## src/design/histogram_equalizer_top_macros.svh

```systemverilog
// Assertion macros used by the histogram equalizer top module.
// The using module must provide clk and rst.
`ifndef HISTOGRAM_EQUALIZER_TOP_MACROS_SVH
`define HISTOGRAM_EQUALIZER_TOP_MACROS_SVH

// ante true on an edge -> cons true on the same edge
`define HISTEQ_ASSERT_IMPL(name, ante, cons, msg) \
  name: assert property (@(posedge clk) disable iff (rst) (ante) |-> (cons)) \
    else $error(msg);

// ante true on an edge -> cons true on the next edge
`define HISTEQ_ASSERT_NEXT(name, ante, cons, msg) \
  name: assert property (@(posedge clk) disable iff (rst) (ante) |=> (cons)) \
    else $error(msg);

`endif

```

## src/design/histeq_pkg.sv

```systemverilog
package histeq_pkg;

  localparam int PIX_W = 8;  // sample, channel and map entry width

  // command selector; code 3 is unused and ignored
  typedef enum logic [1:0] {
    FUNC_COUNT = 2'd0,
    FUNC_BUILD = 2'd1,
    FUNC_MAP   = 2'd2
  } func_t;

  typedef struct packed {
    logic [1:0]       func;
    logic [PIX_W-1:0] luma;
    logic [PIX_W-1:0] red_in;
    logic [PIX_W-1:0] green_in;
    logic [PIX_W-1:0] blue_in;
  } cmd_t;

  typedef struct packed {
    logic [PIX_W-1:0] red_out;
    logic [PIX_W-1:0] green_out;
    logic [PIX_W-1:0] blue_out;
    logic             map_ready_out;
  } result_t;

  typedef struct packed {
    logic [PIX_W-1:0] red;
    logic [PIX_W-1:0] green;
    logic [PIX_W-1:0] blue;
  } rgb_t;

  // bin memory write operation
  typedef enum logic [1:0] {
    BIN_NOP,
    BIN_INC,
    BIN_CLEAR
  } bin_op_t;

  typedef enum logic [2:0] {
    ST_CLEAR,
    ST_IDLE,
    ST_COUNT_WR,
    ST_BUILD_RD,
    ST_BUILD_ACC,
    ST_BUILD_DIVST,
    ST_BUILD_DIV,
    ST_MAP_WAIT
  } state_t;

  typedef enum logic [1:0] {
    MPH_IDLE,
    MPH_RED,
    MPH_GREEN,
    MPH_BLUE
  } map_phase_t;

endpackage

```

## src/design/histeq_map.sv

```systemverilog
// Level map store with one read port. A lookup reads red, green and blue in
// turn and presents all three on done.
module histeq_map import histeq_pkg::*; #(
  parameter int LEVELS = 256
) (
  input  logic                      clk,
  input  logic                      rst,
  input  logic                      wr_en,
  input  logic [$clog2(LEVELS)-1:0] wr_addr,
  input  logic [PIX_W-1:0]          wr_data,
  input  logic                      look,
  input  rgb_t                      chan,
  output logic                      done,
  output rgb_t                      pix
);

  localparam int IDX_W = $clog2(LEVELS);

  logic [PIX_W-1:0] mem [LEVELS];
  logic [PIX_W-1:0] rd_data;
  logic [IDX_W-1:0] rd_addr;
  logic [IDX_W-1:0] green_idx;
  logic [IDX_W-1:0] blue_idx;
  logic [PIX_W-1:0] red_q;
  logic [PIX_W-1:0] green_q;
  map_phase_t       phase;
  map_phase_t       phase_next;

  // channels past the last bin read the last entry
  function automatic logic [IDX_W-1:0] clamp(input logic [PIX_W-1:0] ch);
    if (32'(ch) >= LEVELS) begin
      return IDX_W'(LEVELS - 1);
    end
    return IDX_W'(ch);
  endfunction

  always_comb begin
    phase_next = phase;
    case (phase)
      MPH_IDLE:  if (look) phase_next = MPH_RED;
      MPH_RED:   phase_next = MPH_GREEN;
      MPH_GREEN: phase_next = MPH_BLUE;
      MPH_BLUE:  phase_next = MPH_IDLE;
      default:   phase_next = MPH_IDLE;
    endcase
  end

  always_comb begin
    case (phase)
      MPH_RED:   rd_addr = green_idx;
      MPH_GREEN: rd_addr = blue_idx;
      default:   rd_addr = clamp(chan.red);
    endcase
    done = (phase == MPH_BLUE);
    pix  = '{red: red_q, green: green_q, blue: rd_data};
  end

  always_ff @(posedge clk) begin
    if (rst) begin
      phase <= MPH_IDLE;
    end else begin
      phase <= phase_next;
    end
  end

  always_ff @(posedge clk) begin
    if (look && (phase == MPH_IDLE)) begin
      green_idx <= clamp(chan.green);
      blue_idx  <= clamp(chan.blue);
    end
    if (phase == MPH_RED) begin
      red_q <= rd_data;
    end
    if (phase == MPH_GREEN) begin
      green_q <= rd_data;
    end
  end

  always_ff @(posedge clk) begin
    rd_data <= mem[rd_addr];
    if (wr_en) begin
      mem[wr_addr] <= wr_data;
    end
  end

endmodule

```

## config.mk

```make
export PLATFORM = sky130hd
export DESIGN_NAME = histeq_map
export DESIGN_NICKNAME = d
export VERILOG_FILES = /design/src/design/histogram_equalizer_top_macros.svh /design/src/design/histeq_pkg.sv /design/src/design/histeq_map.sv
export SDC_FILE = /design/constraint.sdc
export NUM_CORES = 2
export LEC_CHECK = 0
export BUFFER_PORTS_ARGS = -buffer_cell sky130_fd_sc_hd__buf_2
export CAP_MARGIN = 20
export CORE_MARGIN = 1
export CORE_UTILIZATION = 30
export CTS_CLUSTER_SIZE = 28
export DETAILED_ROUTE_END_ITERATION = 10
export HOLD_SLACK_MARGIN = 0.15
export SYNTH_ARGS = -nofsm -noshare
export SYNTH_HDL_FRONTEND = slang
export SYNTH_SLANG_ARGS = --single-unit
```

## constraint.sdc

```tcl
create_clock -name clk -period 3.2 [get_ports clk]
set_clock_uncertainty 0.15 [all_clocks]
set_input_delay 0.48 -clock clk [delete_from_list [all_inputs] [get_ports clk]]
set_output_delay 0.48 -clock clk [all_outputs]
set_load 0.01 [all_outputs]
```

* Yosys cells after proc, flatten, opt, wreduce, memory -nomap -nowiden
Memory sizes are Yosys's and may differ from the RTL's. A register that Yosys moved wholly into a read port is not among the register bits.
Index checks and enable logic that the tools add are counted.
W data, S select, Z words.
** Operators by class
- Equal/unequal tests :: 4
- Mux-type cells :: 5
- Reduce and logical (&&, ||, !) cells :: 2
** Operator list (count)
- $pmux W8 S2 :: 1
- $pmux W2 S4 :: 1
- $eq A2 B2 Y1 const B :: 2
- $eq A2 B1 Y1 const B :: 1
- $logic_not A2 Y1 :: 1
- $mux W1 :: 2
- $mux W2 :: 1
- $ne A2 B2 Y1 const B :: 1
- $logic_and A1 B1 Y1 :: 1
** Storage, ports and cells
- Bits in registers :: 34
- Bits in writable memories :: 2048
- Input bits :: 44
- Word-level logic and storage cells :: 17
- Memories :: 1
** Memories
- mem :: depth 256, bits a word 8, rd ports 1, clocked after memory_dff 1, write ports 1, RTL line histeq_map.sv:19 : logic [PIX_W-1:0] mem [LEVELS];

* Depth between registers and ports, before layout
- Depth in word-level cells :: 2
- Mapped depth :: 17
- Depth with buffers taken out :: 10

* Worst setup path before layout
Ideal clock, no wire load.
- Path type :: register to register
- From :: reg phase[0]
- To :: reg rd_data[1] (read register of mem)
- Library setup time :: 0.126 ns
- Data arrival time :: 3.067 ns
- Required time :: 2.924 ns
- Slack :: -0.143 ns
- Stages on the path, launching flop included :: 14
- Buffers on the path :: 4
- Cells stage by stage :: dfxtp_1 -> inv_1 -> ha_1 -> buf_6 -> a22o_1 -> a21oi_2 -> buf_6 -> buf_12 -> buf_12 -> mux4_1 -> a2111oi_0 -> nor3_1 -> nor4_1 -> nor4_1
** On the way
- Cells in the longest elaborated chain, start to end :: 2
- Elaborated cells on any way between the ends :: 3
** Ends and longest elaborated chain
- start, declared :: RTL line histeq_map.sv:26 : map_phase_t phase;
- start signal, assigned :: RTL line histeq_map.sv:62 : phase <= phase_next;
- $eq A2 B2 Y1 / $eq A2 B1 Y1 (equally long branches) :: RTL line histeq_map.sv:49 : case (phase)
- $pmux W8 S2 * :: RTL line histeq_map.sv:49
- end, declared :: RTL line histeq_map.sv:20 : logic [PIX_W-1:0] rd_data;
Mark *: on every way between the ends. The rest lies on a longest branch, timed or not.
A chain may end at the register's enable or synchronous reset.

* Final worst setup path
- From :: reg phase[0]
- To :: reg rd_data[2] (read register of mem)
The elaborated chain is that of the path after synthesis.

==> flow_summary.toml <==
[setup_path]
crit_path_end_kind = "flop"
path_class = "flop to flop"
startpoint_type = "flop"
cp.required_ns = 3.80
reg2reg_depth = 17
crit_fanout = 11
r2r-start = "phase[0]"
arrival_ns = 4.30
r2r_slack_ns = -0.50
regToRegEndpoint = "rd_data[2]"

[power_and_ir_drop]
finalPower_uw = 114900
max-vdd-ir-drop_v = 0.0009795
p_per_area_nw_per_um2 = 1105
netSwitchingFraction = 0.3860
pwr-share-seq = 0.267
power.switching_uw = 44330
p_int_uw = 70520
p_leak_uw = 0.03514
combinationalPowerShare = 0.519
pwr-share-clk = 0.213

[grt]
grt_overflow = 0
grt_pass1_vias = 48260
grt_pass1_wl_um = 363500
grt_max_degree = 105
antenna_found_initial = 16
grt_use_total = 0.1827

[placement]
io_buffer_count = 68
hpwl_um = 170000
post-place-ws_ns = -1.145
gp_congestion = 0.9228

[die]
start_util = 0.3015
ios = 69
die_x_um = 526.4
dieArea_um2 = 277100
core_um2 = 273600
num_rows = 192
die_y_um = 526.4

[hold_path]
min_path_cells = 1
whs_endpoint = "mem[160][1]"
min-delay-start = "wr_data[1]"
min_path_type = "input pin to flop"

[yosys]
syn_avg_cell_area_um2 = 18.40
yosysWarnings = 0
synth_edf_count = 2080
postSynthCellCount = 4484
async_flop_share = 0
netlist_area_um2 = 82490
ys_seq_area_frac = 0.7596
syn_nets = 4532
ys.flop_type = "edfxtp_1"
yosysUniqueCellTypes = 68
ys_ff_latch = 2090

[clock_tree]
clkSlewWorstSetupHoldPaths_ns = 0.06
h-tree-depth = 4
clockBufferDepth = 3
insertion_delay_ns = 0.87
cts_sinks = 2090
cts_tree = "built"
cts-root-buf = "clkbuf_16"
numCtsBuffers = 204

[run_status]
violations = "setup timing"
status = "complete, but fails checks"

[sta]
period_minus_slack_ns = 3.697
hold_viol = 0
timing.final.crit_share = 1.155
rsz0062_at_grt = "true"
setup_viol = 8
drv_slew = 0
worst_pin_slew_ns = 0.9139
worst_slack_ns = -0.4965
setup_tns_ns = -3.406
fmax_mhz = 270.5
slew_headroom = 0.3907

[route]
wirelength_um = 259200
wl_per_cell_um = 27.74
ant_nets = 0
drt-initial-drc-count = 6746
drt_first_pass_iters = 8
drc = 0
vias = 49060
post_drt_via_cell_ratio = 5.251

[layout]
area_delta_synth_final_pct = 25.98
num-fill-cells = 24760
drive_gt1_frac = 0.3359
final_nets = 5617
post-route-util = 0.3798

[flow_run]
drv_cap = 0
[worst max-delay path: stages, from the launching register on]
cell and delay [ns]:
dfxtp_2 0.34, buf_4 0.14, ha_4 0.13, buf_4 0.13, buf_4 0.20, a22oi_1 0.13
buf_4 0.17, a21o_1 0.22, buf_12 0.15, nor2_2 0.20, buf_4 0.24, nand2_1 0.20
a2111oi_4 0.26, buf_4 0.16, a21oi_1 0.06, nor4_4 0.46, buf_4 0.21, nor4_1 0.05
[area by class of cell]
type,count,area [um2],share of cell area
Clock buffer,236,5268,0.05069
Timing Repair Buffer,1161,10840,0.1043
Tap cell,3589,4491,0.04321
Sequential cell,2090,62660,0.6030
Antenna cell,9,22.52,0.0002167
Multi-Input combinational cell,2109,19090,0.1837
Inverter,3,11.26,0.0001084
Clock inverter,146,1533,0.01475
[worst max-delay path by stage]
| stage | slack [ns] | startpoint | end |
|---|---|---|---|
| after detailed placement | -1.15 | phase[0] | rd_data[2] |
| after CTS | -0.53 | phase[1] | rd_data[4] |
| after floorplan | 0.003 | phase[0] | rd_data[3] |
| final | -0.50 | phase[0] | rd_data[2] |
| after global routing | -0.56 | phase[0] | rd_data[2] |
| after global placement | -1.59 | phase[0] | rd_data[5] |
[power by group through the flow]
stage / combinational [uW] / sequential, uW / clock, uW
final: 59700 / 30700 / 24500
after global placement: 51100 / 31300 / 0
after CTS: 57100 / 30700 / 24700
after detailed placement: 51200 / 31300 / 0
after floorplan: 24700 / 31200 / 0
after global routing: 61400 / 30700 / 25700
[stage by stage]
stage               std cells  instance area (um2)  hold slack [ns]
finish                   9343               103900           0.1718
global route             9338               103900           0.1872
CTS                      9310               103200           0.1522
detailed placement       8804                93970           0.4326
global placement         8804                93970           0.4384
floorplan                4484                82520           0.3449
[synth_stat cells (all sizes together) (27+ instances only)]
| library cell | count | area share |
|---|---|---|
| a2111oi | 29 | 0.0032 |
| nand2 | 408 | 0.019 |
| nand3 | 83 | 0.0050 |
| a22oi | 65 | 0.0060 |
| a21oi | 196 | 0.012 |
| buf | 177 | 0.019 |
| mux2 | 43 | 0.0059 |
| o221ai | 53 | 0.0059 |
| clkbuf | 101 | 0.0050 |
| nor3 | 31 | 0.0019 |
| nand4 | 27 | 0.0020 |
| o21ai | 47 | 0.0029 |
| nor2 | 308 | 0.014 |
| mux2i | 210 | 0.025 |
| a221oi | 35 | 0.0037 |
| edfxtp | 2080 | 0.76 |
| mux4 | 305 | 0.085 |
| o22ai | 59 | 0.0045 |
[metal layers]
metal / vias to the layer above / GRT usage / part of all wire
met1: 25540 / 0.2473 / 0.40
met2: 2651 / 0.2875 / 0.46
li1: 20390 / - / -
met5: - / 0 / 0.00031
met4: 10 / 0.07149 / 0.039
met3: 466 / 0.03732 / 0.10
[kinds of logic after synthesis]
| kind of cell | synth area share |
|---|---|
| compound gates | 0.05218 |
| fa+ha+maj | 0.0006068 |
| buf+inv | 0.02465 |
| flops | 0.7596 |
| mux | 0.1166 |
| simple gates | 0.04631 |
[state kept, by name, summed over array words and instances, names as in the netlist]
name,cells
red_q,8
rd_data,8
green_q,8
blue_idx,8
phase,2
green_idx,8
mem,2048
[what timing repair did]
item                       in CTS  in global routing
gates resized for setup       246                 93
setup buffers                  87                 24
hold endpoints to repair      305                  0
setup endpoints to repair       8                  8
pin swaps                      63                 35
cloned                         10                  3
hold buffers                   31                  0
[placed cells by master (no fill, tap or decap), types with 14 or more instances in the layout]
| cell | n |
|---|---|
| mux2i_1 | 206 |
| a221oi_1 | 20 |
| clkinv_2 | 46 |
| buf_12 | 124 |
| buf_4 | 876 |
| a22oi_1 | 52 |
| buf_2 | 60 |
| mux2_2 | 41 |
| a21oi_1 | 179 |
| clkbuf_1 | 30 |
| mux4_2 | 271 |
| a2111oi_2 | 14 |
| mux4_1 | 34 |
| nand2_1 | 401 |
| nor3_1 | 26 |
| clkbuf_16 | 209 |
| nand3_1 | 83 |
| a211oi_1 | 19 |
| o22ai_1 | 51 |
| a32oi_1 | 14 |
| nor2_1 | 294 |
| bufinv_16 | 25 |
| o21ai_1 | 16 |
| dlygate4sd3_1 | 31 |
| o221ai_1 | 40 |
| buf_6 | 34 |
| a31oi_1 | 16 |
| nand4_1 | 27 |
| edfxtp_1 | 2080 |
| clkinv_1 | 50 |
| o21ai_0 | 23 |
(Power assumes the default switching activity.)
