<file path="src/design/histogram_equalizer_top_macros.svh">
// Assertion macros used by the histogram equalizer top module.
// The using module must provide clk and rst.
`ifndef HISTOGRAM_EQUALIZER_TOP_MACROS_SVH
`define HISTOGRAM_EQUALIZER_TOP_MACROS_SVH

// ante true on an edge -> cons true on the same edge
`define HISTEQ_ASSERT_IMPL(name, ante, cons, msg) \
  name: assert property (@(posedge clk) disable iff (rst) (ante) |-> (cons)) \
    else $error(msg);

// ante true on an edge -> cons true on the next edge
`define HISTEQ_ASSERT_NEXT(name, ante, cons, msg) \
  name: assert property (@(posedge clk) disable iff (rst) (ante) |=> (cons)) \
    else $error(msg);

`endif

</file>
<file path="src/design/histeq_pkg.sv">
package histeq_pkg;

  localparam int PIX_W = 8;  // sample, channel and map entry width

  // command selector; code 3 is unused and ignored
  typedef enum logic [1:0] {
    FUNC_COUNT = 2'd0,
    FUNC_BUILD = 2'd1,
    FUNC_MAP   = 2'd2
  } func_t;

  typedef struct packed {
    logic [1:0]       func;
    logic [PIX_W-1:0] luma;
    logic [PIX_W-1:0] red_in;
    logic [PIX_W-1:0] green_in;
    logic [PIX_W-1:0] blue_in;
  } cmd_t;

  typedef struct packed {
    logic [PIX_W-1:0] red_out;
    logic [PIX_W-1:0] green_out;
    logic [PIX_W-1:0] blue_out;
    logic             map_ready_out;
  } result_t;

  typedef struct packed {
    logic [PIX_W-1:0] red;
    logic [PIX_W-1:0] green;
    logic [PIX_W-1:0] blue;
  } rgb_t;

  // bin memory write operation
  typedef enum logic [1:0] {
    BIN_NOP,
    BIN_INC,
    BIN_CLEAR
  } bin_op_t;

  typedef enum logic [2:0] {
    ST_CLEAR,
    ST_IDLE,
    ST_COUNT_WR,
    ST_BUILD_RD,
    ST_BUILD_ACC,
    ST_BUILD_DIVST,
    ST_BUILD_DIV,
    ST_MAP_WAIT
  } state_t;

  typedef enum logic [1:0] {
    MPH_IDLE,
    MPH_RED,
    MPH_GREEN,
    MPH_BLUE
  } map_phase_t;

endpackage

</file>
<file path="src/design/histeq_div.sv">
// Restoring divider, one quotient bit per cycle, PIX_W-bit quotient.
// Requires numer < 2^PIX_W * denom.
module histeq_div import histeq_pkg::*; #(
  parameter int COUNT_BITS = 24
) (
  input  logic                    clk,
  input  logic                    rst,
  input  logic                    start,
  input  logic [COUNT_BITS+PIX_W-1:0] numer,
  input  logic [COUNT_BITS-1:0]   denom,
  output logic                    done,
  output logic [PIX_W-1:0]        quo
);

  localparam int NUM_W  = COUNT_BITS + PIX_W;
  localparam int STEP_W = $clog2(PIX_W);

  logic [NUM_W-1:0]  rem;
  logic [NUM_W-1:0]  dsr;
  logic [STEP_W-1:0] step;
  logic              running;
  logic              fits;

  assign fits = (rem >= dsr);

  always_ff @(posedge clk) begin
    if (rst) begin
      running <= 1'b0;
      done    <= 1'b0;
      step    <= '0;
    end else if (start) begin
      running <= 1'b1;
      done    <= 1'b0;
      step    <= '0;
    end else if (running) begin
      step <= step + 1'b1;
      if (step == STEP_W'(PIX_W - 1)) begin
        running <= 1'b0;
        done    <= 1'b1;
      end
    end else begin
      done <= 1'b0;
    end
  end

  always_ff @(posedge clk) begin
    if (start) begin
      rem <= numer;
      dsr <= NUM_W'(denom) << (PIX_W - 1);
    end else if (running) begin
      if (fits) begin
        rem <= rem - dsr;
      end
      quo <= {quo[PIX_W-2:0], fits};
      dsr <= dsr >> 1;
    end
  end

endmodule

</file>
<file path="config.mk">
export PLATFORM = sky130hd
export DESIGN_NAME = histeq_div
export DESIGN_NICKNAME = d
export VERILOG_FILES = /design/src/design/histogram_equalizer_top_macros.svh /design/src/design/histeq_pkg.sv /design/src/design/histeq_div.sv
export SDC_FILE = /design/constraint.sdc
export NUM_CORES = 1
export LEC_CHECK = 0
export BUFFER_PORTS_ARGS = -buffer_cell sky130_fd_sc_hd__clkbuf_2
export CORE_ASPECT_RATIO = 0.9
export CORE_UTILIZATION = 45
export CTS_CLUSTER_DIAMETER = 50
export DETAILED_ROUTE_END_ITERATION = 6
export GPL_TIMING_DRIVEN = 1
export MAX_ROUTING_LAYER = met4
export SLEW_MARGIN = 15
export SYNTH_ARGS = -nofsm -noshare
export SYNTH_HDL_FRONTEND = slang
export SYNTH_SLANG_ARGS = --single-unit
</file>
<file path="constraint.sdc">
create_clock -name clk -period 4.1 [get_ports clk]
set_clock_uncertainty 0.2 [all_clocks]
set_input_delay 0.82 -clock clk [delete_from_list [all_inputs] [get_ports clk]]
set_output_delay 0.82 -clock clk [all_outputs]
set_load 0.01 [all_outputs]
</file>
# Word-level counts from Yosys, hierarchy flattened
# Cells that the tools add are included.
[totals]
regBits = 76
latchBits = 0
mem_bits_rw = 0
romBits = 0
in_bits = 59
output_inout_bits = 9
mem_count = 0
[classes]
add_sub_neg = 2
multipliers = 0
n_div = 0
order_cmp = 1
eq_ne = 1
shifts = 0
mux = 8
bitwise = 2
n_reduce_logical = 6
[ops]
columns = ["cell", "n"]
rows = [
  ["2-to-1 mux 32 bit", 3],
  ["2-to-1 mux 31 bit", 2],
  ["greater-or-equal comparator 32 x 31 -> 1 bit", 1],
  ["subtractor 32 x 31 -> 32 bit", 1],
  ["AND reduction 2 bit", 2],
  ["nonzero test 2 bit", 2],
  ["adder 3 x 1 -> 3 bit (second input constant)", 1],
  ["equality test 3 bit (second input constant)", 1],
  ["2-to-1 mux 1 bit", 3],
  ["OR reduction 3 bit", 1],
  ["NOT 1 bit", 2],
  ["OR reduction 2 bit", 1],
]

# Logic depth before layout (Yosys ltp)
# Gate-level depths: netlist (run 1).
[depth]
word_depth = 4
depth_mapped = 11

# Worst setup path after synthesis (run 1)
# Ideal clock, no wire load.
[synth_timing]
path_kind = "flip-flop to flip-flop"
start = "register rem[18]"
end = "register rem[0] (enable)"
setup_ns = 0.388
arrival_ns = 2.701
t_required_ns = 3.512
slack_ns = 0.811
path_stages_with_launch = 9
path_buffers = 1
period_less_slack_ns = 3.289
cell_sequence = "edfxtp_1 > ha_1 > clkbuf_1 > nand4_1 > nor2_1 > nand2_1 > or4b_2 > o22ai_1 > a21o_1"
[synth_between]
elab_chain_cells = 3
[synth_rtl]
columns = ["item", "line", "rtl"]
rows = [
  ["start, declared", "histeq_div.sv:18", "logic [NUM_W-1:0] rem;"],
  ["start signal, assigned", "histeq_div.sv:48", "rem <= numer;"],
  ["start signal, assigned", "histeq_div.sv:52", "rem <= rem - dsr;"],
  ["greater-or-equal comparator 32 x 31 -> 1 bit", "histeq_div.sv:24", "assign fits = (rem >= dsr);"],
  ["net fits", "histeq_div.sv:22", "logic fits;"],
  ["nonzero test 2 bit (no source line)", "--", ""],
  ["AND reduction 2 bit (no source line)", "--", ""],
]
# The timed path passes the listed nets, and every way through them passes these cells.
# A chain may end at the register's enable or synchronous reset.

# Worst setup path after layout (run 1)
[layout_timing]
start = "register dsr[22]"
end = "register rem[13] (enable)"
[layout_between]
elab_chain_cells = 3
[layout_rtl]
columns = ["item", "line", "rtl"]
rows = [
  ["start, declared", "histeq_div.sv:19", "logic [NUM_W-1:0] dsr;"],
  ["start signal, assigned", "histeq_div.sv:49", "dsr <= NUM_W'(denom) << (PIX_W - 1);"],
  ["start signal, assigned", "histeq_div.sv:55", "dsr <= dsr >> 1;"],
  ["greater-or-equal comparator 32 x 31 -> 1 bit", "histeq_div.sv:24", ""],
  ["net fits", "histeq_div.sv:22", ""],
  ["nonzero test 2 bit (no source line)", "--", ""],
  ["AND reduction 2 bit (no source line)", "--", ""],
]
# The timed path passes the listed nets, and every way through them passes these cells.

==> load_flow_metrics.sql, run 1 <==
INSERT INTO impl_metrics (metric_group, metric, value, unit) VALUES
('setup_path', 'critPathRequiredTime', '3.91', 'ns'),
('floorplan', 'die_width', '114', 'µm'),
('worst_hold_path', 'hp-start', 'quo[2]', ''),
('worst_hold_path', 'worstHoldPathCells', '0', ''),
('detailed_routing', 'vias', '4219', ''),
('clocking', 'cts_max_path_buffers', '2', ''),
('floorplan', 'die_area', '0.0117', 'mm²'),
('logic_synthesis', 'yosys.cell_types.count', '59', ''),
('global_routing', 'grt_use_total', '0.221', ''),
('finish', 'antennaDiodeCount', '0', ''),
('power', 'overall_power_after_layout', '3.36', 'mW'),
('logic_synthesis', 'syn-cell-area', '0.00509', 'mm²'),
('setup_path', 'setup.worst_path.class', 'reg2reg', ''),
('detailed_routing', 'post_drt_wl_per_cell', '15.2', 'µm'),
('setup_path', 'slack_of_the_worst_reg_to_reg_path', '0.89', 'ns'),
('finish', 'area.growth.synth_to_final', '14.0', '%'),
('power', 'power.density_cell_area', '580', 'mW/mm²'),
('clocking', 'clock-sinks', '76', ''),
('setup_path', 'start_kind', 'flip-flop', ''),
('global_routing', 'vias_in_the_first_global_route', '3907', ''),
('timing', 'slew_viol_final', '0', ''),
('floorplan', 'die-height', '103', 'µm'),
('finish', 'final_cell_mix', 'nand2_1, o21ai_0, clkbuf_2', ''),
('power', 'static-leakage-power', '2.39', 'nW'),
('floorplan', 'design.core.area', '0.0109', 'mm²'),
('floorplan', 'floorplan.initialDensity', '0.467', ''),
('logic_synthesis', 'postSynthRegisterBits', '76', ''),
('timing', 'fmax', '0.312', 'GHz'),
('timing', 'timing_worst_slew_pin_value', '0.804', 'ns'),
('clocking', 'worst_setup_hold_path_clk_slew', '0.06', 'ns'),
('logic_synthesis', 'syn_area_per_cell', '8.95', 'µm²'),
('worst_hold_path', 'worst_hold_path.endpoint', 'quo[3]', ''),
('clocking', 'worstSkewPairLatency', '0.35', 'ns'),
('global_routing', 'grt_max_degree', '71', ''),
('timing', 'timing.final.setup_violations', '0', ''),
('detailed_routing', 'drtPass1Iterations', '5', ''),
('detailed_routing', 'post-route-drc-count', '0', ''),
('run_status', 'status', 'completed', ''),
('worst_hold_path', 'worst_hold_path_type', 'reg2reg', ''),
('setup_path', 'cp_max_fo', '23', ''),
('power', 'power.sequential.fraction', '0.324', ''),
('flow_run', 'max_cap_violations', '0', ''),
('clocking', 'post_cts_hold_buffer_count', '0', ''),
('power', 'power_switching_share', '0.391', ''),
('finish', 'final_layout_size_suffix_gt1_frac', '0.154', ''),
('placement', 'final_hpwl_dp', '8790', 'µm'),
('placement', 'count_of_port_buffers_added_during_placement', '67', ''),
('finish', 'final_common_cell', 'nand2_1', ''),
('logic_synthesis', 'synth_cells', '569', ''),
('logic_synthesis', 'synth_fp_nets', '662', ''),
('power', 'switchingPower', '1.32', 'mW'),
('timing', 'setup-tns-final', '0', 'ns'),
('setup_path', 'reg2reg_to', 'rem[13]', ''),
('clocking', 'cts-buffers-inserted', '9', ''),
('clocking', 'ctsRootBufferMaster', 'clkbuf_16', ''),
('logic_synthesis', 'synth_top_flop_cell', 'edfxtp_1', ''),
('detailed_routing', 'antenna_left', '0', ''),
('power', 'cell_internal_pwr', '2.05', 'mW'),
('setup_path', 'crit_arrival', '3.02', 'ns'),
('logic_synthesis', 'synthArstFlopShare', '0', ''),
('detailed_routing', 'drt_wl_total', '11900', 'µm'),
('timing', 'timing.final.crit_period', '3.21', 'ns'),
('global_routing', 'initial_antenna_violation_count', '0', ''),
('finish', 'design.final.nets', '719', ''),
('logic_synthesis', 'synth-warning-count', '0', ''),
('timing', 'layout_worst_path_cycle_share', '0.782', ''),
('detailed_routing', 'first_iter_violations', '289', ''),
('setup_path', 'r2r.worst_path.cells', '9', ''),
('floorplan', 'num_rows', '36', ''),
('power', 'clockPowerShare', '0.213', ''),
('setup_path', 'timing.critical_path.to_type', 'flip-flop', '');
worst max-delay path, cell delays in order, from the launching register on:
cell	delay, ns
edfxtp_1	0.35
inv_1	0.05
ha_1	0.46
nand4_1	0.22
nor2_1	0.18
nand2_1	0.08
or4b_2	0.61
o22ai_1	0.20
a21o_1	0.17
buf_4	0.34
synth_stat cells (all sizes together) (6+ instances only):
library cell,count,share of area
nand3,7,0.0069
buf,6,0.0081
edfxtp,64,0.38
nand4,11,0.015
xor2,11,0.019
nor3,12,0.012
xnor2,12,0.021
dfxtp,12,0.047
ha,33,0.081
a21o,16,0.024
o21ai,75,0.074
nand2,103,0.077
inv,39,0.029
clkbuf,22,0.016
a21oi,33,0.032
nor2,28,0.021
mux2i,11,0.022
power groups by stage:
| stage | sequential [mW] | clock (mW) | combinational (mW) |
|---|---|---|---|
| 2_1_floorplan | 1.09 | 0 | 1.20 |
| 3_3_place_gp | 1.10 | 0 | 1.53 |
| 3_5_place_dp | 1.10 | 0 | 1.54 |
| 4_1_cts | 1.09 | 0.729 | 1.55 |
| 5_1_grt | 1.11 | 0.758 | 1.74 |
| 6_report | 1.09 | 0.717 | 1.56 |
cell families (layout without fill, tap and decap cells):
family | after synthesis | in the layout | synth area share
AO/OA/AOI/OAI | 170 | 170 | 0.206
XOR/XNOR | 23 | 23 | 0.0395
adder cells (fa/ha/maj) | 34 | 34 | 0.0850
buffers and inverters | 67 | 129 | 0.0531
flip-flops | 76 | 76 | 0.424
multiplexers | 12 | 12 | 0.0238
AND/OR/NAND/NOR | 187 | 187 | 0.168
how the worst max path moves through the flow:
stage | depth (start not counted) | startpoint | end
6_report | 9 | dsr[22] | rem[13]
5_1_grt | 12 | rem[0] | rem[13]
4_1_cts | 9 | dsr[22] | rem[13]
3_5_place_dp | 9 | dsr[22] | rem[9]
3_3_place_gp | 9 | dsr[22] | rem[8]
2_1_floorplan | 8 | rem[18] | rem[0]
through the flow:
step	hold slack (ns)	setup slack, ns
finish	0.257	0.893
global route	0.276	0.675
CTS	0.260	0.901
detailed placement	0.238	0.913
global placement	0.234	1.00
floorplan	0.265	0.811
metal layers:
layer,up-vias,track usage,share of wire
li1,2163,-,-
met1,1939,0.302,0.51
met2,107,0.322,0.43
met3,10,0.0658,0.055
met4,0,0.0470,0.0088
met5,-,-,0
cell type report:
class	count	area, µm²
Clock buffer	13	240
Tap cell	152	190
Sequential cell	76	2160
Multi-Input combinational cell	426	2660
Inverter	39	146
Fill cell	1081	5090
Timing Repair Buffer	74	390
Clock inverter	3	15.0
sequential cells by signal (all words and copies together) (netlist names):
register	cells
dsr	31
rem	32
running	1
quo	8
done	1
step	3
No activity file was read; power rests on OpenSTA's default activity.
==> inputs of run 2 (changes only) <==
Clock period 4.1 ns to 3.04 ns, I/O delays scaled along.
==> run 2 against run 1 <==
Via count is 3.1% higher. Cell area is 6.7% higher. Register-to-register slack worse by 0.77 ns. Highest routed layer unchanged. Largest cell class unchanged. Non-clock buffer count up 25. Cell count rose by 3.2%. Routed wire length grew 5.4%. Clock-buffer cell count decreased by 4. Critical path type unchanged. Sequential power grew 36%. Global-route usage rose by 1.2 points. Critical path depth unchanged.
==> load_flow_metrics.sql, run 2 (synthesized netlist as in run 1, its figures left out) <==
INSERT INTO impl_metrics (metric_group, metric, value, unit) VALUES
('detailed_routing', 'vias', '4350', ''),
('finish', 'antennaDiodeCount', '0', ''),
('power', 'power.density_cell_area', '809', 'mW/mm²'),
('setup_path', 'crit_arrival', '2.78', 'ns'),
('global_routing', 'busiest_layer', 'met2', ''),
('global_routing', 'grt_overflow', '0', ''),
('floorplan', 'io_pins', '68', ''),
('setup_path', 'worstSetupStartpoint', 'dsr[20]', ''),
('setup_path', 'setup.worst_path.class', 'reg2reg', ''),
('global_routing', 'grtUsageMet1', '0.301', ''),
('clocking', 'ctsRootBufferMaster', 'clkbuf_16', ''),
('placement', 'dpl-instance-area', '0.00576', 'mm²'),
('finish', 'cell_area_after_layout', '0.00619', 'mm²'),
('run_status', 'status', 'completed', ''),
('timing', 'timing.final.setup_violations', '0', ''),
('finish', 'area.growth.synth_to_final', '21.6', '%'),
('detailed_routing', 'first_iter_violations', '238', ''),
('setup_path', 'reg2reg_launch_point', 'dsr[20]', ''),
('clocking', 'cts-buffers-inserted', '9', ''),
('detailed_routing', 'drtPass1Iterations', '5', ''),
('placement', 'final_hpwl_dp', '9410', 'µm'),
('placement', 'count_of_port_buffers_added_during_placement', '67', ''),
('detailed_routing', 'post-route-drc-count', '0', ''),
('clocking', 'worst_setup_hold_path_clk_slew', '0.06', 'ns'),
('global_routing', 'first_pass_grt_wire_length', '20100', 'µm'),
('timing', 'layout_worst_path_cycle_share', '0.959', ''),
('timing', 'finalHoldViolations', '0', ''),
('finish', 'final_layout_size_suffix_gt1_frac', '0.210', ''),
('detailed_routing', 'post_drt_wl_per_cell', '15.5', 'µm'),
('timing', 'fmax', '0.343', 'GHz'),
('setup_path', 'cp_max_fo', '9', ''),
('clocking', 'worstSkewPairLatency', '0.35', 'ns'),
('floorplan', 'die-height', '103', 'µm'),
('detailed_routing', 'drt_wl_total', '12500', 'µm'),
('worst_hold_path', 'worst_hold_path_type', 'reg2reg', ''),
('finish', 'design.final.nets', '744', ''),
('timing', 'max_slew_margin', '0.460', ''),
('setup_path', 'critPathRequiredTime', '2.91', 'ns'),
('setup_path', 'timing.critical_path.to_type', 'flip-flop', ''),
('global_routing', 'grt_use_total', '0.232', ''),
('timing', 'slew_viol_final', '0', ''),
('clocking', 'post-cts-setup-buffers', '0', ''),
('global_routing', 'grt_max_degree', '31', ''),
('flow_run', 'max_cap_violations', '0', ''),
('setup_path', 'crit_chain', 'inv_1 > ha_2 > nand4_1 > nor2_2 > nand2_1 > or4b_2 > o22ai_2 > a21o_4 > clkbuf_16', ''),
('setup_path', 'start_kind', 'flip-flop', ''),
('finish', 'final_cell_mix', 'nand2_1, o21ai_0, clkbuf_2', ''),
('global_routing', 'vias_in_the_first_global_route', '4156', ''),
('placement', 'gp_routability_congestion', '0.877', ''),
('global_routing', 'initial_antenna_violation_count', '0', ''),
('clocking', 'cts_max_path_buffers', '2', ''),
('clocking', 'clock-sinks', '76', ''),
('timing', 'timing_worst_slew_pin_value', '0.808', 'ns'),
('setup_path', 'crit_slowest_cell', 'or4b_2', ''),
('finish', 'final_common_cell', 'nand2_1', ''),
('setup_path', 'cp_slowest_stage_delay', '0.62', 'ns'),
('finish', 'flip_flop_count_of_the_largest_register_all_copies_and_words_added', '32', ''),
('global_routing', 'met3_demand_to_capacity_share_in_global_routing', '0.0664', ''),
('detailed_routing', 'route.detailed.vias_per_inst', '5.38', ''),
('worst_hold_path', 'hp-start', 'quo[1]', ''),
('clocking', 'cts-htree-levels', '3', ''),
('finish', 'top_register', 'rem', ''),
('finish', 'top_flop_regs', 'rem (32), dsr (31), quo (8)', ''),
('floorplan', 'num_rows', '36', ''),
('power', 'static-leakage-power', '2.56', 'nW'),
('floorplan', 'die_area', '0.0117', 'mm²'),
('timing', 'timing.final.crit_period', '2.91', 'ns'),
('power', 'largest_voltage_drop_on_the_vdd_net', '424', 'µV'),
('detailed_routing', 'antenna_left', '0', ''),
('clocking', 'tritoncts', 'done', ''),
('floorplan', 'die_width', '114', 'µm'),
('global_routing', 'grt_use_met2', '0.355', ''),
('floorplan', 'floorplan.initialDensity', '0.467', ''),
('finish', 'finish.utilization', '0.568', ''),
('floorplan', 'design.core.area', '0.0109', 'mm²');
[run 2: path summary, 6_finish.rpt]
| check | endpoint | slack (ns) | cells after the start |
|---|---|---|---|
| worst max-delay path | rem[23] | 0.13 | 9 |
| worst min-delay path | quo[2] | 0.25 | 0 |
| worst max register to register | rem[23] | 0.13 | 9 |
| worst min register to register | quo[2] | 0.25 | 0 |
[run 2: stage by stage]
step                      total power [mW]  setup TNS (ns)  instances  hold slack (ns)  worst slack [ns]
after global placement                3.74               0        791            0.237             0.111
after detailed placement              3.76               0        791            0.242            0.0449
after global routing                  5.36          -0.519        808            0.274           -0.0260
after CTS                             4.90               0        807            0.255            0.0408
after floorplan                       3.09               0        569            0.265            0.0154
final                                 5.01               0        808            0.251             0.125
[run 2: worst max-delay path, delay by kind of cell (launching register included)]
family	cells	cell delay, ns
buffers and inverters	2	0.22
adders and majority gates	1	0.37
and+or+nand+nor	4	1.08
AOI/OAI and AO/OA	2	0.39
DFF	1	0.36
[run 2: final cells by class]
cell class / instances / area (µm²)
multi-input combinational: 426 / 2770
sequential: 76 / 2160
clock buffer: 9 / 225
clock inverter: 7 / 81.3
timing repair buffer: 99 / 621
inverter: 39 / 146
tap: 152 / 190
fill: 1018 / 4710
[run 2: power breakdown]
part / switching (mW) / internal, mW / total (mW)
sequential: 0.0842 / 1.39 / 1.48
combinational: 1.38 / 1.03 / 2.41
clock: 0.420 / 0.707 / 1.13
total: 1.88 / 3.13 / 5.01
[run 2: timing repair]
action | in CTS | in global routing
hold buffers | 0 | 0
setup endpoints to repair | 0 | 45
gates resized for setup | 0 | 20
[run 2: layer usage]
layer | vias to the layer above | part of all wire
met5 | - | 0
met4 | 0 | 0.0099
met3 | 15 | 0.065
met2 | 116 | 0.43
met1 | 2001 | 0.49
li1 | 2218 | -
==> inputs of run 3 (changes only) <==
Settings changed: CORE_MARGIN set to 8.
==> run 3 against run 2 <==
Via count up 1.5%. Critical path depth unchanged. Hold slack better by 0.0027 ns. Routed wire length up 4.9%. Register-to-register slack about the same. Clock power up 9.7%. Total power up 2.7%. Largest cell class unchanged. Largest power group unchanged. Highest routed layer unchanged.
==> load_flow_metrics.sql, run 3 (synthesized netlist as in run 1, its figures left out) <==
INSERT INTO impl_metrics (metric_group, metric, value, unit) VALUES
('run_status', 'status', 'completed', ''),
('power', 'cell_internal_pwr', '3.25', 'mW'),
('clocking', 'tritoncts', 'done', ''),
('finish', 'final_cell_mix', 'nand2_1, o21ai_0, clkbuf_2', ''),
('clocking', 'post_cts_hold_buffer_count', '0', ''),
('setup_path', 'slack_of_the_worst_reg_to_reg_path', '0.12', 'ns'),
('clocking', 'cts-htree-levels', '3', ''),
('global_routing', 'initial_antenna_violation_count', '0', ''),
('global_routing', 'first_pass_grt_wire_length', '21500', 'µm'),
('power', 'power.density_cell_area', '826', 'mW/mm²'),
('setup_path', 'critical_path_buf_inv_count', '1', ''),
('timing', 'finalHoldWorstSlack', '0.253', 'ns'),
('power', 'switchingPower', '1.90', 'mW'),
('finish', 'antennaDiodeCount', '0', ''),
('setup_path', 'start_kind', 'flip-flop', ''),
('finish', 'final_common_cell', 'nand2_1', ''),
('detailed_routing', 'post_drt_wl_per_cell', '16.1', 'µm'),
('timing', 'fmax', '0.342', 'GHz'),
('power', 'overall_power_after_layout', '5.15', 'mW'),
('finish', 'top_register', 'rem', ''),
('clocking', 'worstSkewPairLatency', '0.35', 'ns'),
('worst_hold_path', 'worstHoldPathCells', '0', ''),
('worst_hold_path', 'worst_hold_path_type', 'reg2reg', ''),
('clocking', 'cts-buffers-inserted', '9', ''),
('placement', 'dpl-instance-area', '0.00582', 'mm²'),
('detailed_routing', 'first_iter_violations', '296', ''),
('floorplan', 'die_area', '0.0150', 'mm²'),
('floorplan', 'io_pins', '68', ''),
('detailed_routing', 'drt_wl_total', '13100', 'µm'),
('setup_path', 'crit_slowest_cell', 'or4_1', ''),
('timing', 'timing_worst_slew_pin_value', '0.738', 'ns'),
('detailed_routing', 'drtPass1Iterations', '5', ''),
('timing', 'max_slew_margin', '0.508', ''),
('finish', 'multi_input_comb_area', '0.00273', 'mm²'),
('setup_path', 'crit_chain', 'inv_1 > ha_2 > nand4_2 > or4_1 > a21o_1 > and3_4 > a2111oi_4 > mux2i_1 > nand2_1', ''),
('detailed_routing', 'post-route-drc-count', '0', ''),
('finish', 'design.final.nets', '749', ''),
('floorplan', 'num_rows', '37', ''),
('floorplan', 'die_width', '128', 'µm'),
('setup_path', 'cp_slowest_stage_delay', '0.53', 'ns'),
('setup_path', 'reg2reg_to', 'rem[29]', ''),
('floorplan', 'floorplan.initialDensity', '0.453', ''),
('finish', 'register_area', '0.00216', 'mm²'),
('timing', 'finalHoldViolations', '0', ''),
('clocking', 'worst_setup_hold_path_clk_slew', '0.06', 'ns'),
('detailed_routing', 'antenna_left', '0', ''),
('global_routing', 'grt_overflow', '0', ''),
('timing', 'layout_worst_path_cycle_share', '0.962', ''),
('worst_hold_path', 'hp-start', 'quo[5]', ''),
('finish', 'fill_cells', '1056', ''),
('timing', 'timing.final.setup_violations', '0', ''),
('setup_path', 'critPathTopFamily', 'simple AND/OR/NAND/NOR gates', ''),
('finish', 'cell_area_after_layout', '0.00623', 'mm²'),
('power', 'power.sequential.fraction', '0.286', ''),
('timing', 'slew_viol_final', '0', ''),
('finish', 'area.growth.synth_to_final', '22.3', '%'),
('placement', 'count_of_port_buffers_added_during_placement', '67', ''),
('finish', 'top_flop_regs', 'rem (32), dsr (31), quo (8)', ''),
('clocking', 'cts_max_path_buffers', '2', ''),
('worst_hold_path', 'worst_hold_path.endpoint', 'quo[6]', ''),
('detailed_routing', 'vias', '4415', ''),
('global_routing', 'grt_use_total', '0.189', ''),
('floorplan', 'design.core.area', '0.0112', 'mm²'),
('placement', 'gp_routability_congestion', '0.903', ''),
('setup_path', 'setup.worst_path.class', 'reg2reg', ''),
('setup_path', 'r2r.worst_path.cells', '9', ''),
('global_routing', 'grt_max_degree', '82', ''),
('power', 'power_switching_share', '0.369', ''),
('detailed_routing', 'route.detailed.vias_per_inst', '5.40', ''),
('timing', 'rsz0062_at_grt', 'false', ''),
('power', 'power.combinational.fraction', '0.473', ''),
('placement', 'final_hpwl_dp', '9710', 'µm'),
('power', 'clockPowerShare', '0.241', ''),
('flow_run', 'max_cap_violations', '0', ''),
('finish', 'final_layout_size_suffix_gt1_frac', '0.219', ''),
('global_routing', 'vias_in_the_first_global_route', '4442', ''),
('clocking', 'ctsRootBufferMaster', 'clkbuf_16', ''),
('timing', 'timing.final.crit_period', '2.92', 'ns'),
('setup_path', 'critPathRequiredTime', '2.94', 'ns'),
('power', 'largest_voltage_drop_on_the_vdd_net', '416', 'µV'),
('power', 'static-leakage-power', '2.59', 'nW'),
('setup_path', 'crit_arrival', '2.83', 'ns'),
('clocking', 'clock-sinks', '76', ''),
('floorplan', 'die-height', '117', 'µm'),
('setup_path', 'timing.critical_path.to_type', 'flip-flop', ''),
('setup_path', 'cp_max_fo', '5', ''),
('setup_path', 'reg2reg_launch_point', 'dsr[6]', ''),
('finish', 'flip_flop_count_of_the_largest_register_all_copies_and_words_added', '32', '');
## run 3: routing by layer
metal / GRT usage / routed length, µm
met2: 0.290 / 5750
met5: - / 0
met4: 0.0680 / 206
met3: 0.0457 / 750
met1: 0.240 / 6440
## run 3: stage by stage
step	worst slack, ns	utilization	instances	TNS [ns]
finish	0.116	0.554	817	0
detailed placement	-0.0184	0.517	801	-0.0184
global route	0.00224	0.554	817	0
global placement	0.00925	0.517	801	0
CTS	0.0442	0.548	817	0
floorplan	0.0154	-	569	0
## run 3: worst max-delay path by stage
stage | from | end | slack, ns | depth (start not counted)
3_3_place_gp | rem[0] | rem[28] | 0.009 | 11
4_1_cts | dsr[16] | rem[29] | 0.04 | 9
2_1_floorplan | rem[18] | rem[0] | 0.02 | 8
6_report | dsr[6] | rem[29] | 0.12 | 9
5_1_grt | rem[0] | rem[18] | 0.002 | 12
3_5_place_dp | rem[0] | rem[28] | -0.02 | 11
## run 3: layout make-up
class	count	share of cell area
multi-input combinational	426	0.439
sequential	76	0.347
timing repair buffer	104	0.105
clock buffer	9	0.0361
tap	156	0.0313
inverter	39	0.0235
clock inverter	7	0.0185
## run 3: repair_timing
| action | 4_1_cts | 5_1_grt |
|---|---|---|
| setup buffers | 0 | 0 |
| endpoints found under the setup margin | 33 | 40 |
| pin swaps | 0 | 5 |
| resized for setup | 2 | 16 |
## run 3: power by group through the flow
stage	combinational [mW]	sequential, mW	clock, mW
3_5_place_dp	2.35	1.49	0
6_report	2.44	1.47	1.24
2_1_floorplan	1.62	1.47	0
5_1_grt	2.70	1.49	1.30
4_1_cts	2.37	1.47	1.27
3_3_place_gp	2.33	1.48	0
